===== src/mrts_ram.sv =====
// generic single-port-write, registered-read ram
module mrts_ram #(
  parameter int unsigned WIDTH = 128,
  parameter int unsigned DEPTH = 32
) (
  input  logic                                   clk_i,
  input  logic                                   we_i,
  input  logic [(DEPTH > 1 ? $clog2(DEPTH) : 1)-1:0] waddr_i,
  input  logic [WIDTH-1:0]                       wdata_i,
  input  logic                                   re_i,
  input  logic [(DEPTH > 1 ? $clog2(DEPTH) : 1)-1:0] raddr_i,
  output logic [WIDTH-1:0]                       rdata_o
);

  logic [WIDTH-1:0] mem_q [DEPTH];
  logic [WIDTH-1:0] rdata_q;

  always_ff @(posedge clk_i) begin
    if (we_i) begin
      mem_q[waddr_i] <= wdata_i;
    end
    if (re_i) begin
      rdata_q <= mem_q[raddr_i];
    end
  end

  assign rdata_o = rdata_q;

endmodule


===== config.mk =====
export PLATFORM = sky130hd
export DESIGN_NAME = mrts_ram
export DESIGN_NICKNAME = d
export VERILOG_FILES = /design/src/mrts_ram.sv
export SDC_FILE = /design/constraint.sdc
export NUM_CORES = 2
export LEC_CHECK = 0
export ABC_AREA = 1
export BUFFER_PORTS_ARGS = -buffer_cell sky130_fd_sc_hd__buf_4
export CAP_MARGIN = 20
export CORE_MARGIN = 2
export CORE_UTILIZATION = 35
export CTS_CLUSTER_DIAMETER = 200
export DETAILED_ROUTE_END_ITERATION = 8
export HOLD_SLACK_MARGIN = 0.06
export PLACE_DENSITY = 0.47
export REMOVE_ABC_BUFFERS = 1
export SLEW_MARGIN = 40
export SYNTH_ARGS = -nofsm -noshare
export SYNTH_HDL_FRONTEND = slang
export SYNTH_SLANG_ARGS = --single-unit
export TNS_END_PERCENT = 50

===== constraint.sdc =====
create_clock -name clk_i -period 8 [get_ports clk_i]
set_input_delay 0 -clock clk_i [delete_from_list [all_inputs] [get_ports clk_i]]
set_output_delay 0 -clock clk_i [all_outputs]
set_load 0.05 [all_outputs]

==> impl_metrics.csv <==
group,metric,value,unit
floorplan,rows,253,
power_and_ir_drop,seq_power_share,51.9,%
final_layout,final_core_util,40.4,%
routing,via_count,107000,
floorplan,initial_core_util,35.2,%
worst_hold_path,hp-class,"in -> reg",
routing,firstDrtPassIters,6,
synthesis,postSynthCellCount,13200,
clocking,insertion_delay,1.03,ns
placed_design,dpl.cell_count,19200,
timing,setup_viol,0,
synthesis,syn_avg_cell_area,12.6,sq um
clocking,cts_sinks,4224,
synthesis,ys_seq_elements,4224,
routing,first_iter_violations,10300,
timing,worst_pin_slew,0.945,ns
run_status,outcome,"finished, final reports clean",
floorplan,fp.dieH,695,microns
worst_setup_path,cp-end-kind,"register",
global_routing,antenna_found_initial,56,
power_and_ir_drop,combPwrFrac,6.3,%
global_routing,grt_max_degree,178,
synthesis,synth_area,167000,sq um
clocking,post_cts_buffers,0,
synthesis,seq_area_frac_synth,75.9,%
routing,viasPerCell,5.24,
timing,worst_slack,4.55,ns
flow_run,cap_viol_max_count,0,
worst_setup_path,arrival,4.26,ns
routing,wl_per_cell,26.5,microns
routing,ant_nets,0,
placed_design,io_buffers,268,
floorplan,dieWidth,695,microns
worst_setup_path,worstSetupPathType,"in -> reg",
global_routing,grt_pass1_wl,767,mm
final_layout,finalNonFillerCells,20400,
power_and_ir_drop,p_sw,11.1,mW
routing,wirelength,539,mm
global_routing,gr-total-overflow,0,
timing,min_period,3.45,ns
placed_design,place_congestion,0.717,
routing,drc_errors,0,
synthesis,yosys_warnings,0,
clocking,cts_made_buffers,457,
power_and_ir_drop,p_leak,66.7,nW
timing,finalHoldWorstSlack,0.143,ns
final_layout,final_layout_size_suffix_gt1_share,9.10,%
final_layout,num-fill-cells,44600,
clocking,htreeDepth,5,
timing,finalMaxSlewViolations,0,
floorplan,core-area,475000,sq um
power_and_ir_drop,p_int,36.7,mW
timing,max_freq,290,MHz
timing,relSlewSlack,37.0,%
clocking,cts_root_buf,"clkbuf_16",
global_routing,grt_pass1_vias,102000,
power_and_ir_drop,p_per_area,249,nW/um^2
placed_design,pre_cts_slack,4.41,ns
worst_setup_path,crit_fanout,149,
timing,skew,0.0557,ns
placed_design,post-dp-hpwl,253,mm
timing,hold_viol,0,
power_and_ir_drop,clockPowerShare,41.8,%
clocking,clkSlewWorstSetupHoldPaths,0.06,ns
timing,fin_crit_sh,43.2,%
synthesis,synth_cell_types,13,
floorplan,pin_count,269,
final_layout,finalNetCount,13700,
clocking,cts_resized,0,
worst_setup_path,crit_required,8.80,ns
worst_setup_path,start_kind,"input port",
power_and_ir_drop,swShare,23.3,%
timing,rsz0062_at_grt,"false",
power_and_ir_drop,ir_worst_vdd,0.212,mV
final_layout,synthToLayoutAreaGrowth,15.0,%
global_routing,grt.total_usage,21.8,%
clocking,cts_tree,"built",
clocking,cts_max_path_buffers,4,
floorplan,die_area,483000,sq um
==> layout make-up <==
type | count | area [sq um] | share of cell area, %
sequential | 4224 | 127000 | 66.0
clock inverter | 253 | 1890 | 0.984
tap | 6375 | 7980 | 4.15
timing repair buffer | 799 | 7790 | 4.05
antenna | 13 | 32.5 | 0.0169
multi-input combinational | 8108 | 35500 | 18.5
inverter | 10 | 103 | 0.0534
clock buffer | 579 | 12000 | 6.25
==> state kept, by name, summed over array words and instances, names as in the netlist <==
| signal | cells |
|---|---|
| mem_q | 4096 |
| rdata_o | 128 |
==> critical path, stage by stage <==
cell and delay (ns):
dlygate4sd3_1 0.60, buf_16 0.21, inv_16 0.48, buf_16 0.49, buf_12 0.51, buf_4 0.65
nand2_1 0.11, nand3_1 0.11, nand3_1 0.09, nand3_1 0.11, nand3_1 0.08, nand2_1 0.20
==> Yosys cell counts <==
cell type | instances | share of area [%]
nor2_1 | 32 | 0.072
inv_2 | 1 | 0.0022
clkbuf_1 | 118 | 0.27
buf_4 | 105 | 0.47
edfxtp_1 | 4224 | 76
nand3_1 | 3852 | 12
nand2_1 | 4224 | 9.5
buf_8 | 1 | 0.0090
buf_2 | 497 | 1.5
inv_4 | 2 | 0.0075
inv_1 | 7 | 0.016
buf_1 | 85 | 0.19
buf_6 | 74 | 0.50
==> repair_timing <==
action	in CTS	in global routing
hold endpoints to repair	4603	82
endpoints found under the setup margin	0	0
hold buffers	276	5
==> layout by cell type (no fill, tap or decap), types with 4 or more instances in the layout <==
master / instances
buf_12: 68
buf_16: 32
buf_2: 120
buf_4: 372
buf_6: 43
buf_8: 7
bufinv_16: 21
clkbuf_1: 117
clkbuf_16: 462
clkinv_1: 125
clkinv_16: 5
clkinv_2: 83
clkinv_8: 4
clkinvlp_4: 4
diode_2: 13
dlygate4sd3_1: 156
edfxtp_1: 4224
inv_1: 5
inv_16: 5
inv_6: 8
nand2_1: 4224
nand3_1: 3850
nor2_4: 32
==> routing by layer <==
layer	part of all wire, %	track usage (%)
met5	0.040	0
met4	1.7	3.79
met2	46	34.7
met1	46	32.2
met3	5.6	2.85
==> path summary, 6_finish.rpt <==
path / startpoint / slack, ns / endpoint / depth (start not counted)
setup / recovery: raddr_i[0] / 4.55 / rdata_o[26] / 12
hold / removal: wdata_i[1] / 0.14 / mem_q[1][1] / 3
setup reg to reg: mem_q[21][89] / 5.73 / rdata_o[89] / 8
hold reg to reg: mem_q[21][6] / 0.75 / rdata_o[6] / 6
==> cell families (layout without fill, tap and decap cells) <==
family / after synthesis / in the layout / share of synthesized area (%)
buffers and inverters: 890 / 1641 / 2.95
and+or+nand+nor: 8108 / 8108 / 21.1
DFF: 4224 / 4224 / 75.9
other: 0 / 13 / 0
==> power by group through the flow <==
stage          sequential (mW)  clock, mW  combinational [mW]
4_1_cts                   24.8       20.4                3.05
3_5_place_dp              25.3          0                2.91
2_1_floorplan             25.5          0                1.44
5_1_grt                   24.8       21.2                3.29
3_3_place_gp              25.3          0                2.89
6_report                  24.8       20.0                3.01
==> metrics by stage <==
| stage | instance area, sq um | TNS, ns | total power [mW] |
|---|---|---|---|
| 6_report | 192000 | 0 | 47.8 |
| 5_1_grt | 192000 | 0 | 49.3 |
| 4_1_cts | 192000 | 0 | 48.3 |
| 3_5_place_dp | 176000 | 0 | 28.2 |
| 3_3_place_gp | 175000 | 0 | 28.2 |
| 2_1_floorplan | 162000 | -269.84 | 26.9 |
Note: power is estimated with default switching activity, not from simulation.
